## src/hdl/tsw_pkg.sv

```systemverilog
// tsw_pkg: shared types and codes for the TCP sender window / retransmission block.
// Holds the channel payload structs, the controller states and the command/status structs.
// No dependencies.
`default_nettype none

package tsw_pkg;

    typedef enum logic [1:0] {
        OP_FILL  = 2'd0,
        OP_ACK   = 2'd1,
        OP_TICK  = 2'd2,
        OP_EMPTY = 2'd3
    } op_t;

    typedef enum logic [1:0] {
        CFG_ISN      = 2'd0,
        CFG_TIMEOUT  = 2'd1,
        CFG_MAX_PAY  = 2'd2,
        CFG_CAPACITY = 2'd3
    } cfg_idx_t;

    localparam logic [15:0] TIMEOUT_RESET  = 16'd1000;
    localparam logic [15:0] MAX_PAY_RESET  = 16'd1000;
    localparam logic [20:0] CAPACITY_RESET = 21'd65536;

    typedef struct packed {
        logic [1:0]  operation;
        logic [20:0] bytes_added;
        logic        stream_ended;
        logic [31:0] ack_number;
        logic [15:0] peer_window;
        logic [15:0] elapsed_ms;
    } item_t;

    typedef struct packed {
        logic        segment_valid;
        logic [31:0] segment_seqno;
        logic [15:0] payload_length;
        logic        syn_bit;
        logic        fin_bit;
        logic        is_retransmit;
        logic        ack_accepted;
        logic [7:0]  retx_count;
        logic [31:0] in_flight;
        logic        ring_full;
        logic        last_result;
    } result_t;

    typedef struct packed {
        logic [63:0] seq;
        logic [15:0] len;
        logic        syn;
        logic        fin;
    } ring_entry_t;

    typedef enum logic [3:0] {
        S_IDLE,
        S_FILL_BUF,
        S_ACK_D,
        S_ACK_A,
        S_ACK_CHK,
        S_POP_RD,
        S_POP_CHK,
        S_FILL_START,
        S_FILL_STEP,
        S_FILL_END,
        S_TICK,
        S_OUT_SETUP,
        S_OUT_RD,
        S_OUT_LOAD,
        S_OUT_WAIT
    } state_t;

    typedef struct packed {
        logic load_item;
        logic fill_buf;
        logic ack_d;
        logic ack_a;
        logic ack_chk;
        logic pop_chk;
        logic fill_start;
        logic fill_step;
        logic ack_finish;
        logic tick;
        logic out_setup;
        logic out_load;
        logic out_next;
        logic out_done;
        logic rd_out;
    } cmd_t;

    typedef struct packed {
        logic [1:0] op;
        logic       ack_new;
        logic       ring_empty;
        logic       pop_ok;
        logic       syn_pending;
        logic       step_go;
        logic       last;
    } stat_t;

endpackage

`default_nettype wire

```

## src/hdl/tsw_ctrl.sv

```systemverilog
// tsw_ctrl: sequencing state machine for the TCP sender block.
// Drives datapath commands from handshakes and datapath status. Uses tsw_pkg.
`default_nettype none

module tsw_ctrl
    import tsw_pkg::*;
(
    input  wire logic       clk,
    input  wire logic       rst_n,
    input  wire logic       item_valid,
    input  wire logic [1:0] item_op,
    output logic            item_stall,
    input  wire logic       result_stall,
    input  wire stat_t      stat,
    output cmd_t            cmd
);

    state_t state_reg;
    state_t state_next;

    always_ff @(posedge clk or negedge rst_n)
    begin
        if (!rst_n)
        begin
            state_reg <= S_IDLE;
        end
        else
        begin
            state_reg <= state_next;
        end
    end

    assign item_stall = (state_reg != S_IDLE);

    always_comb
    begin
        state_next = state_reg;
        cmd        = '0;
        unique case (state_reg)
            S_IDLE:
            begin
                if (item_valid)
                begin
                    cmd.load_item = 1'b1;
                    unique case (item_op)
                        OP_FILL:  state_next = S_FILL_BUF;
                        OP_ACK:   state_next = S_ACK_D;
                        OP_TICK:  state_next = S_TICK;
                        default:  state_next = S_OUT_SETUP;
                    endcase
                end
            end
            S_FILL_BUF:
            begin
                cmd.fill_buf = 1'b1;
                state_next   = S_FILL_START;
            end
            S_ACK_D:
            begin
                cmd.ack_d  = 1'b1;
                state_next = S_ACK_A;
            end
            S_ACK_A:
            begin
                cmd.ack_a  = 1'b1;
                state_next = S_ACK_CHK;
            end
            S_ACK_CHK:
            begin
                cmd.ack_chk = 1'b1;
                state_next  = stat.ack_new ? S_POP_RD : S_OUT_SETUP;
            end
            S_POP_RD:
            begin
                // ring head is read this cycle, checked next
                state_next = stat.ring_empty ? S_FILL_START : S_POP_CHK;
            end
            S_POP_CHK:
            begin
                cmd.pop_chk = 1'b1;
                state_next  = stat.pop_ok ? S_POP_RD : S_FILL_START;
            end
            S_FILL_START:
            begin
                cmd.fill_start = 1'b1;
                state_next     = stat.syn_pending ? S_FILL_END : S_FILL_STEP;
            end
            S_FILL_STEP:
            begin
                cmd.fill_step = 1'b1;
                state_next    = stat.step_go ? S_FILL_STEP : S_FILL_END;
            end
            S_FILL_END:
            begin
                cmd.ack_finish = (stat.op == OP_ACK);
                state_next     = S_OUT_SETUP;
            end
            S_TICK:
            begin
                cmd.tick   = 1'b1;
                state_next = S_OUT_SETUP;
            end
            S_OUT_SETUP:
            begin
                cmd.out_setup = 1'b1;
                state_next    = S_OUT_RD;
            end
            S_OUT_RD:
            begin
                cmd.rd_out = 1'b1;
                state_next = S_OUT_LOAD;
            end
            S_OUT_LOAD:
            begin
                cmd.out_load = 1'b1;
                state_next   = S_OUT_WAIT;
            end
            S_OUT_WAIT:
            begin
                if (!result_stall)
                begin
                    if (stat.last)
                    begin
                        cmd.out_done = 1'b1;
                        state_next   = S_IDLE;
                    end
                    else
                    begin
                        cmd.out_next = 1'b1;
                        state_next   = S_OUT_RD;
                    end
                end
            end
            default:
            begin
                state_next = S_IDLE;
            end
        endcase
    end

endmodule

`default_nettype wire

```

## config.mk

```make
export PLATFORM = sky130hd
export DESIGN_NAME = tsw_ctrl
export DESIGN_NICKNAME = d
export VERILOG_FILES = /design/src/hdl/tsw_pkg.sv /design/src/hdl/tsw_ctrl.sv
export SDC_FILE = /design/constraint.sdc
export NUM_CORES = 1
export LEC_CHECK = 0
export BUFFER_PORTS_ARGS = -buffer_cell sky130_fd_sc_hd__buf_2
export CAP_MARGIN = 20
export CORE_MARGIN = 5
export CORE_UTILIZATION = 25
export DETAILED_ROUTE_END_ITERATION = 16
export PLACE_DENSITY_LB_ADDON = 0.3
export RECOVER_POWER = 25
export SLEW_MARGIN = 25
export SYNTH_ARGS = -nofsm -noshare
export SYNTH_HDL_FRONTEND = slang
export SYNTH_SLANG_ARGS = --single-unit
export TNS_END_PERCENT = 1
```

## constraint.sdc

```tcl
create_clock -name clk -period 2.4 [get_ports clk]
set_clock_uncertainty 0.15 [all_clocks]
set_input_delay 0.36 -clock clk [delete_from_list [all_inputs] [get_ports clk]]
set_output_delay 0.36 -clock clk [all_outputs]
set_load 0.01 [all_outputs]
```

==> reports/qor.yml, run 1 <==
yosys:
  synth_area_per_cell_um2: 6.898
  synth_simple_gate_area_frac: 0.3860
  synth_top_family_by_area: "simple AND/OR/NAND/NOR gates"
  yosys_warnings: 0
  syn_nets: 95
  yosysSeqAreaShare: 0.1860
  yosys_register_bits: 4
  muxShareOfSynthArea: 0.03953
  synth-compound-area-share: 0.2233
  synth_fa_ha_area_frac: 0.06977
  synth_xor_area_frac: 0
  synth_area_um2: 538.0
  postSynthCellCount: 78
  ys_types: 29
global_routing:
  grt_first_pass_wirelength_um: 2684
  grt_pass1_vias: 604
  overflow: 0
  grt_max_degree: 19
  grt_antenna_before_repair: 0
  track_usage: 0.1043
placed_design:
  gp_congestion: 0.8740
  dp_hpwl_um: 1238
  place_area_um2: 688.2
  dp.cells: 128
  portBuffers: 29
die:
  die_x_um: 56.39
  rows: 16
  die_y_um: 56.39
  io_pins: 30
  core_um2: 2002
  die_area_um2: 3180
  start_util: 0.2688
sta:
  hold_violations: 0
  rsz0062_at_grt: "false"
  slew_violations: 0
  finalCritPeriodShare: 0.8651
  relSlewSlack: 0.6418
  fin_setup_tns_ns: 0
  fmax_ghz: 0.4817
  fin_crit_ns: 2.076
  worst_pin_slew_ns: 0.5373
  setup_viol: 0
worst_hold_path:
  worstHoldPathCells: 3
  hold_path_class: "in -> reg"
critical_path:
  cp.arrival_ns: 1.57
  cp-start-kind: "flop"
  endpoint_kind: "primary output"
  cp_max_fo: 18
  crit_type: "reg -> out"
  reg2reg_depth: 4
  worstPathRequired_ns: 1.89
power:
  power_density_nw_per_um2: 1147
  peakVddDrop_uv: 523.0
  leakagePower_nw: 0.3702
  total_power_uw: 823.5
final_layout:
  final_cell_mix: "27 x buf_2, 13 x nor2_1, 8 x nor3_1"
  largest_reg_flops: 4
  fillerInstances: 233
  antennaDiodeCount: 0
  drive_gt1_frac: 0.3333
  final_cells: 132
  multi_input_area_um2: 386.6
  finalInstanceArea_um2: 718.2
  areaGrowthSynthToFinish_pct: 33.49
  fin_nets: 124
  layout_commonest_cell: "buf_2"
  seq_area_um2: 100.1
drt:
  dr.first_iter.drc_count: 10
  drt-vias-per-instance: 4.568
  remaining_drc_errors: 0
  wl_per_cell_um: 11.80
  antenna_left: 0
  dr.pass1.iters: 4
  num_vias: 603
  wirelength_um: 1557
clocking:
  clk_latency_ns: 0.24
  cts.htree.levels: 1
  path_clk_slew_ns: 0.04
  clk_path_buf_depth: 2
  cts_tree: "done"
  cts_buffers: 3
  root_buffer: "clkbuf_4"
  cts.sinks: 4
run:
  maxCapViolations: 0
run_status:
  outcome: "completed"
==> routing by layer <==
metal | GRT usage | vias up | part of all wire
met4 | 0.01017 | 0 | 0
met1 | 0.1202 | 261 | 0.44
met2 | 0.1786 | 12 | 0.50
met3 | 0.05275 | 0 | 0.058
met5 | 0 | - | 0
li1 | - | 330 | -
==> cells in the mapped netlist, drive strengths merged <==
cell type | instances | area, um^2
inv | 4 | 15.01
nor3 | 10 | 60.06
o31a | 1 | 8.760
nor2b | 1 | 6.260
a21oi | 5 | 25.02
and3b | 1 | 8.760
a211o | 1 | 8.760
o22a | 1 | 8.760
buf | 3 | 21.27
o22ai | 1 | 6.260
nor4 | 1 | 6.260
nor2 | 13 | 48.80
or3 | 1 | 11.26
and2 | 1 | 6.260
a2bb2oi | 1 | 8.760
o21ai | 2 | 10.01
o32ai | 2 | 17.52
a31oi | 3 | 18.77
nand2 | 6 | 22.52
mux2 | 1 | 11.26
dfrtp | 4 | 100.1
ha | 3 | 37.54
mux2i | 1 | 10.01
and3 | 1 | 6.260
o21a | 1 | 7.510
nand2b | 5 | 31.28
clkbuf | 4 | 15.01
==> where the power goes <==
| part | internal [mW] | switching [mW] |
|---|---|---|
| clock network | 0.0562 | 0.0315 |
| registers | 0.103 | 0.129 |
| logic | 0.236 | 0.267 |
==> timing repair <==
item | CTS | global route
endpoints found under the hold margin | 4 | 0
hold buffers | 1 | 0
setup endpoints to repair | 0 | 0
resized for setup | 0 | 0
setup buffers | 0 | 0
==> logic make-up (layout without fill, tap and decap cells) <==
| logic type | after synthesis | in the layout |
|---|---|---|
| mux | 2 | 2 |
| buf+inv | 11 | 38 |
| flops | 4 | 4 |
| compound gates | 18 | 18 |
| simple gates | 40 | 40 |
| fa+ha+maj | 3 | 3 |
==> critical path: stages (launching register included) <==
cell and delay [ns]:
dfrtp_1 0.57, nand2b_1 0.27, nor2_1 0.19, and3b_1 0.17, buf_2 0.12
==> path summary, 6_finish.rpt <==
| path | start | end | slack, ns |
|---|---|---|---|
| min | item_valid | state_reg[3] | 0.31 |
| min in group asynchronous | rst_n | state_reg[1] | 0.33 |
| max | state_reg[1] | cmd[6] | 0.32 |
| max in group asynchronous | rst_n | state_reg[0] | 1.58 |
| max reg2reg | state_reg[1] | state_reg[3] | 0.53 |
| min reg2reg | state_reg[1] | state_reg[2] | 0.68 |
==> final cells by class <==
class                      count  area share
tap                           27     0.04704
clock buffer                   3     0.03136
sequential                     4      0.1394
multi-input combinational     63      0.5383
inverter                       4     0.02091
timing repair buffer          31      0.2230
==> metrics by stage <==
step                      hold slack [ns]    util  worst slack (ns)
after CTS                          0.3000  0.3600            0.3225
after global placement            0.01637  0.3438            0.5642
final                              0.3091  0.3588            0.3239
after floorplan                  -0.08559       -            0.7226
after detailed placement          0.01815  0.3438            0.5521
after global routing               0.3169  0.3588            0.1862
Power figures use the tool's default switching activity.
==> run 2, diff against run 1 <==
Clock period 2.4 ns to 1.8 ns, I/O delays scaled along.
==> run 2 against run 1 <==
First-iteration DRC count grew 20%. Via count rose by 8.5%. Critical path depth is the same. Utilization is 3.4 points higher. Die area is the same. Non-clock buffer count increased by 4. Hold slack lost 0.087 ns. Count of clock-buffer cells in the layout did not move. Largest power group unchanged. Highest routed layer is now met4.
==> reports/qor.yml, run 2 (same netlist as run 1, synthesis figures left out) <==
run_status:
  outcome: "completed"
die:
  die_y_um: 56.39
  rows: 16
  die_area_um2: 3180
  core_um2: 2002
  start_util: 0.2688
  io_pins: 30
  die_x_um: 56.39
final_layout:
  drive_gt1_frac: 0.4404
  largest_reg_flops: 4
  layout_commonest_cell: "buf_2"
  areaGrowthSynthToFinish_pct: 46.05
  fin_nets: 128
  antennaDiodeCount: 0
  final_cell_mix: "28 x buf_2, 12 x nor2_1, 8 x nor3_1"
  finalInstanceArea_um2: 785.8
  fillerInstances: 208
critical_path:
  rrSetupSlack_ns: 0.14
  cp.arrival_ns: 1.31
  cp_slowest_stage_delay_ns: 0.49
  r2r-start: "state_reg[1]"
  cp_top_family: "flip-flops"
  worstPathRequired_ns: 1.38
  cp_slowest_cell: "dfrtp_2"
  cp_max_fo: 10
  reg2reg_depth: 4
  crit_type: "reg -> out"
  path_cells: "buf_6 -> nor2_1 -> and3_1 -> buf_2"
  r2r-end: "state_reg[3]"
  cp_num_buf_inv: 2
  cp-start-kind: "flop"
  endpoint_kind: "primary output"
  path_depth: 4
clocking:
  cts.sinks: 4
  path_clk_slew_ns: 0.04
  cts_buffers: 3
  cts.htree.levels: 1
  clk_latency_ns: 0.24
  clk_path_buf_depth: 2
  cts_tree: "done"
  root_buffer: "clkbuf_4"
power:
  peakVddDrop_uv: 639.3
  power_density_nw_per_um2: 1590
  leakagePower_nw: 0.3983
worst_hold_path:
  hold_path_class: "in -> reg"
  worst_hold_path.endpoint: "state_reg[3]"
  worstHoldPathCells: 3
  hp-start: "item_valid"
sta:
  slew_violations: 0
  hold_violations: 0
  finalCritPeriodShare: 0.9616
  worst_pin_slew_ns: 0.2429
  setup_viol: 0
  fin_crit_ns: 1.731
  fin_setup_tns_ns: 0
  fmax_ghz: 0.5777
  relSlewSlack: 0.8375
drt:
  remaining_drc_errors: 0
  dr.first_iter.drc_count: 12
  drt-vias-per-instance: 4.809
  wirelength_um: 1614
  num_vias: 654
  wl_per_cell_um: 11.87
  antenna_left: 0
  dr.pass1.iters: 4
global_routing:
  grt_first_pass_wirelength_um: 2684
  track_usage: 0.1062
  overflow: 0
  grt_max_degree: 18
  grt_pass1_vias: 614
  grt_antenna_before_repair: 0
placed_design:
  dp_hpwl_um: 1296
  portBuffers: 29
  gp_congestion: 0.8368
  place_area_um2: 718.2
run:
  maxCapViolations: 0
run 2: layer usage:
metal  vias to the layer above  part of all wire  GRT usage
met1                       293              0.45     0.1216
met5                         -                 0          0
met2                        18              0.48     0.1736
met4                         0            0.0050    0.03051
met3                         2             0.062    0.05275
li1                        341                 -          -
run 2: cell type report:
type	count	area (um^2)	share of cell area
Timing Repair Buffer	35	202.7	0.2580
Sequential cell	4	103.9	0.1322
Multi-Input combinational cell	63	407.9	0.5191
Tap cell	27	33.78	0.04299
Clock buffer	3	22.52	0.02866
Inverter	4	15.01	0.01911
run 2: metrics by stage:
step                hold WS [ns]  worst slack (ns)  utilization  std cells  power [mW]
floorplan                -0.1756            0.1561            -         78      0.8291
global placement        -0.06938            0.1904       0.3588        132       1.057
detailed placement      -0.07139            0.1326       0.3588        132       1.055
CTS                       0.2208          0.008366       0.3788        136       1.192
global route              0.2259         -0.004908       0.3925        136       1.364
finish                    0.2224           0.06903       0.3925        136       1.249
run 2: worst max path at each step:
stage,from,end,slack [ns]
after floorplan,state_reg[1],state_reg[3],0.16
after global placement,state_reg[1],state_reg[3],0.19
after detailed placement,state_reg[1],state_reg[3],0.13
after CTS,state_reg[0],cmd[2],0.008
after global routing,state_reg[0],cmd[6],-0.005
final,state_reg[3],cmd[14],0.07
run 2: worst min-delay path, stage by stage:
cell and delay (ns):
buf_2 0.10, nor3_2 0.05, nor3_2 0.14
run 2: report_power, final:
part / internal, mW / leakage (nW) / switching, mW
Sequential: 0.147 / 0.0434 / 0.0834
Combinational: 0.415 / 0.341 / 0.493
Clock: 0.0746 / 0.0138 / 0.0369
run 2: what timing repair did:
action,CTS,global route
resized for setup,3,9
hold buffers,1,0
pin swaps,0,0
cloned,0,0
setup endpoints to repair,2,5
setup buffers,0,0
hold endpoints to repair,4,0
==> run 3, diff against run 2 <==
Settings changed: ABC_AREA set to 1.
==> run 3 against run 2 <==
Synthesized cell count grew 35%. First-iteration DRC count increased by 92%. Final area is 9.1% higher. Highest routed layer unchanged. Synthesized area is 12% higher. Sequential share of layout area fell by 0.95 points. Cell count is 24% higher. Sequential power increased by 13%. Utilization is 1.2 points lower.
==> reports/qor.yml, run 3 <==
power:
  total_power_mw: 1.318
  swShare: 0.5643
  leakagePower_nw: 0.5474
  peakVddDrop_uv: 511.5
  p_comb_frac: 0.719
  clockPowerShare: 0.084
  power.switching_uw: 743.8
  power_density_nw_per_um2: 1538
  p_int_uw: 574.3
  p_seq_frac: 0.197
sta:
  worst_pin_slew_ns: 0.3439
  whs_ns: 0.1833
  fmax_ghz: 0.5642
  relSlewSlack: 0.7705
  finalCritPeriodShare: 0.9846
  rsz0062_at_grt: "true"
  setup_viol: 0
  slew_violations: 0
  fin_crit_ns: 1.772
  hold_violations: 0
die:
  io_pins: 30
  start_util: 0.2675
  core_um2: 2255
  die_x_um: 59.12
  die_y_um: 59.12
  rows: 17
  die_area_um2: 3495
yosys:
  ys_types: 18
  yosysMostFrequentCell: "nand2_1"
  postSynthCellCount: 105
  ys_top_cells_by_count: "30 x nand2_1, 17 x inv_1, 12 x nor2_1, 7 x nand3_1, 6 x inv_2"
  netlist_top_cells_area: "nand2_1 19%, dfrtp_1 17%, inv_1 11%"
  synth_top_area_frac: 0.1867
  yosysSeqAreaShare: 0.1660
  synth_area_per_cell_um2: 5.744
  yosys_most_used_dff: "dfrtp_1"
  synthArstFlopShare: 1.000
  yosys_warnings: 0
  syn_nets: 122
  synth_top_cell_by_area: "nand2_1"
  synth-edff-count: 0
  yosys_register_bits: 4
  synth_area_um2: 603.1
final_layout:
  antennaDiodeCount: 0
  seq_area_um2: 105.1
  largest_reg_flops: 4
  fillerInstances: 258
  fin_nets: 160
  final_util: 0.3801
  multi_input_area_um2: 431.7
  drive_gt1_frac: 0.4255
  areaGrowthSynthToFinish_pct: 42.12
  layout_commonest_cell: "nand2_1"
  final_cell_mix: "30 x nand2_1, 28 x buf_2, 17 x inv_1"
placed_design:
  gp_congestion: 0.8057
  dp_hpwl_um: 1418
  portBuffers: 29
worst_hold_path:
  hold_path_class: "in -> reg"
global_routing:
  track_usage: 0.09237
  grt_max_degree: 9
  grt_first_pass_wirelength_um: 2511
  grt_pass1_vias: 640
  grt_antenna_before_repair: 0
  overflow: 0
run:
  maxCapViolations: 0
clocking:
  root_buffer: "clkbuf_4"
  cts_tree: "done"
  clk_latency_ns: 0.23
  cts.htree.levels: 1
  cts.sinks: 4
  clk_path_buf_depth: 2
  path_clk_slew_ns: 0.04
  cts_buffers: 3
drt:
  wl_met3_um: 125
  top_layer: "met4"
  wl_met1_um: 756
  num_vias: 740
  dr.first_iter.drc_count: 23
  antenna_left: 0
  wirelength_um: 1738
  wl_per_cell_um: 10.28
  dr.pass1.iters: 4
  drt-vias-per-instance: 4.379
  route.met2.wl_um: 821
  remaining_drc_errors: 0
critical_path:
  crit_type: "reg -> out"
  endpoint_kind: "primary output"
  cp-start-kind: "flop"
  worstPathRequired_ns: 1.38
  cp_max_fo: 7
  cp.arrival_ns: 1.35
run_status:
  outcome: "completed"
run 3: cell types whose count changed after synthesis, moves of 4 or more:
cell and change:
clkbuf_1 -4, inv_1 +13, inv_2 +6, nand2_1 +24, nand2_2 +4, nand2b_1 -5
nand3_1 +7, nand3b_1 +4, nor2_2 +4, nor2_4 +4, nor3_1 -5
run 3: path summary, 6_finish.rpt:
check | from | endpoint | slack, ns | depth (start not counted)
max | state_reg[3] | cmd[14] | 0.03 | 4
min | item_valid | state_reg[0] | 0.18 | 3
max reg2reg | state_reg[1] | state_reg[3] | 0.29 | 9
min reg2reg | state_reg[1] | state_reg[0] | 0.63 | 4
max in group asynchronous | rst_n | state_reg[1] | 1.07 | 2
min in group asynchronous | rst_n | state_reg[2] | 0.24 | 2
run 3: timing repair:
| action | in CTS | in global routing |
|---|---|---|
| cloned | 0 | 0 |
| pin swaps | 0 | 1 |
| endpoints found under the setup margin | 3 | 6 |
| resized for setup | 2 | 5 |
| hold buffers | 1 | 0 |
| hold endpoints to repair | 4 | 0 |
| buffers inserted | 0 | 3 |
run 3: cells by family after synthesis:
group	after synthesis	synth area share
AND/OR/NAND/NOR	70	0.5809
flip-flops	4	0.1660
buffers and inverters	23	0.1431
AO/OA/AOI/OAI	5	0.04771
adder cells (fa/ha/maj)	3	0.06225
run 3: stage by stage:
step / setup TNS [ns] / std cells / worst slack (ns) / area, um^2
final: 0 / 169 / 0.02767 / 857.1
after global placement: 0 / 162 / 0.2420 / 783.3
after detailed placement: 0 / 162 / 0.1941 / 783.3
after CTS: -0.01912 / 166 / -0.01912 / 822.0
after global routing: -0.02272 / 169 / -0.02272 / 857.1
after floorplan: 0 / 105 / 0.2705 / 603.1
run 3: layout make-up:
type | count | area share
inverter | 23 | 0.1007
sequential | 4 | 0.1226
timing repair buffer | 33 | 0.2058
multi-input combinational | 78 | 0.5036
tap | 28 | 0.04088
clock buffer | 3 | 0.02628
run 3: power groups by stage:
stage | combinational (mW) | clock, mW | sequential, mW
after floorplan | 0.639 | 0 | 0.236
after global placement | 0.861 | 0 | 0.245
after detailed placement | 0.862 | 0 | 0.252
after CTS | 0.873 | 0.113 | 0.262
after global routing | 1.07 | 0.117 | 0.268
final | 0.948 | 0.110 | 0.260
run 3: metal layers:
layer  vias up  track usage
li1        393            -
met1       318       0.1198
met2        25       0.1483
met3         4     0.004357
met4         0      0.05825
met5         -            0
run 3: worst max-delay path: stages, from the launching register on:
cell and delay, ns:
dfrtp_2 0.45, nor2_2 0.32, nand2_2 0.12, nor2_1 0.09, buf_2 0.13
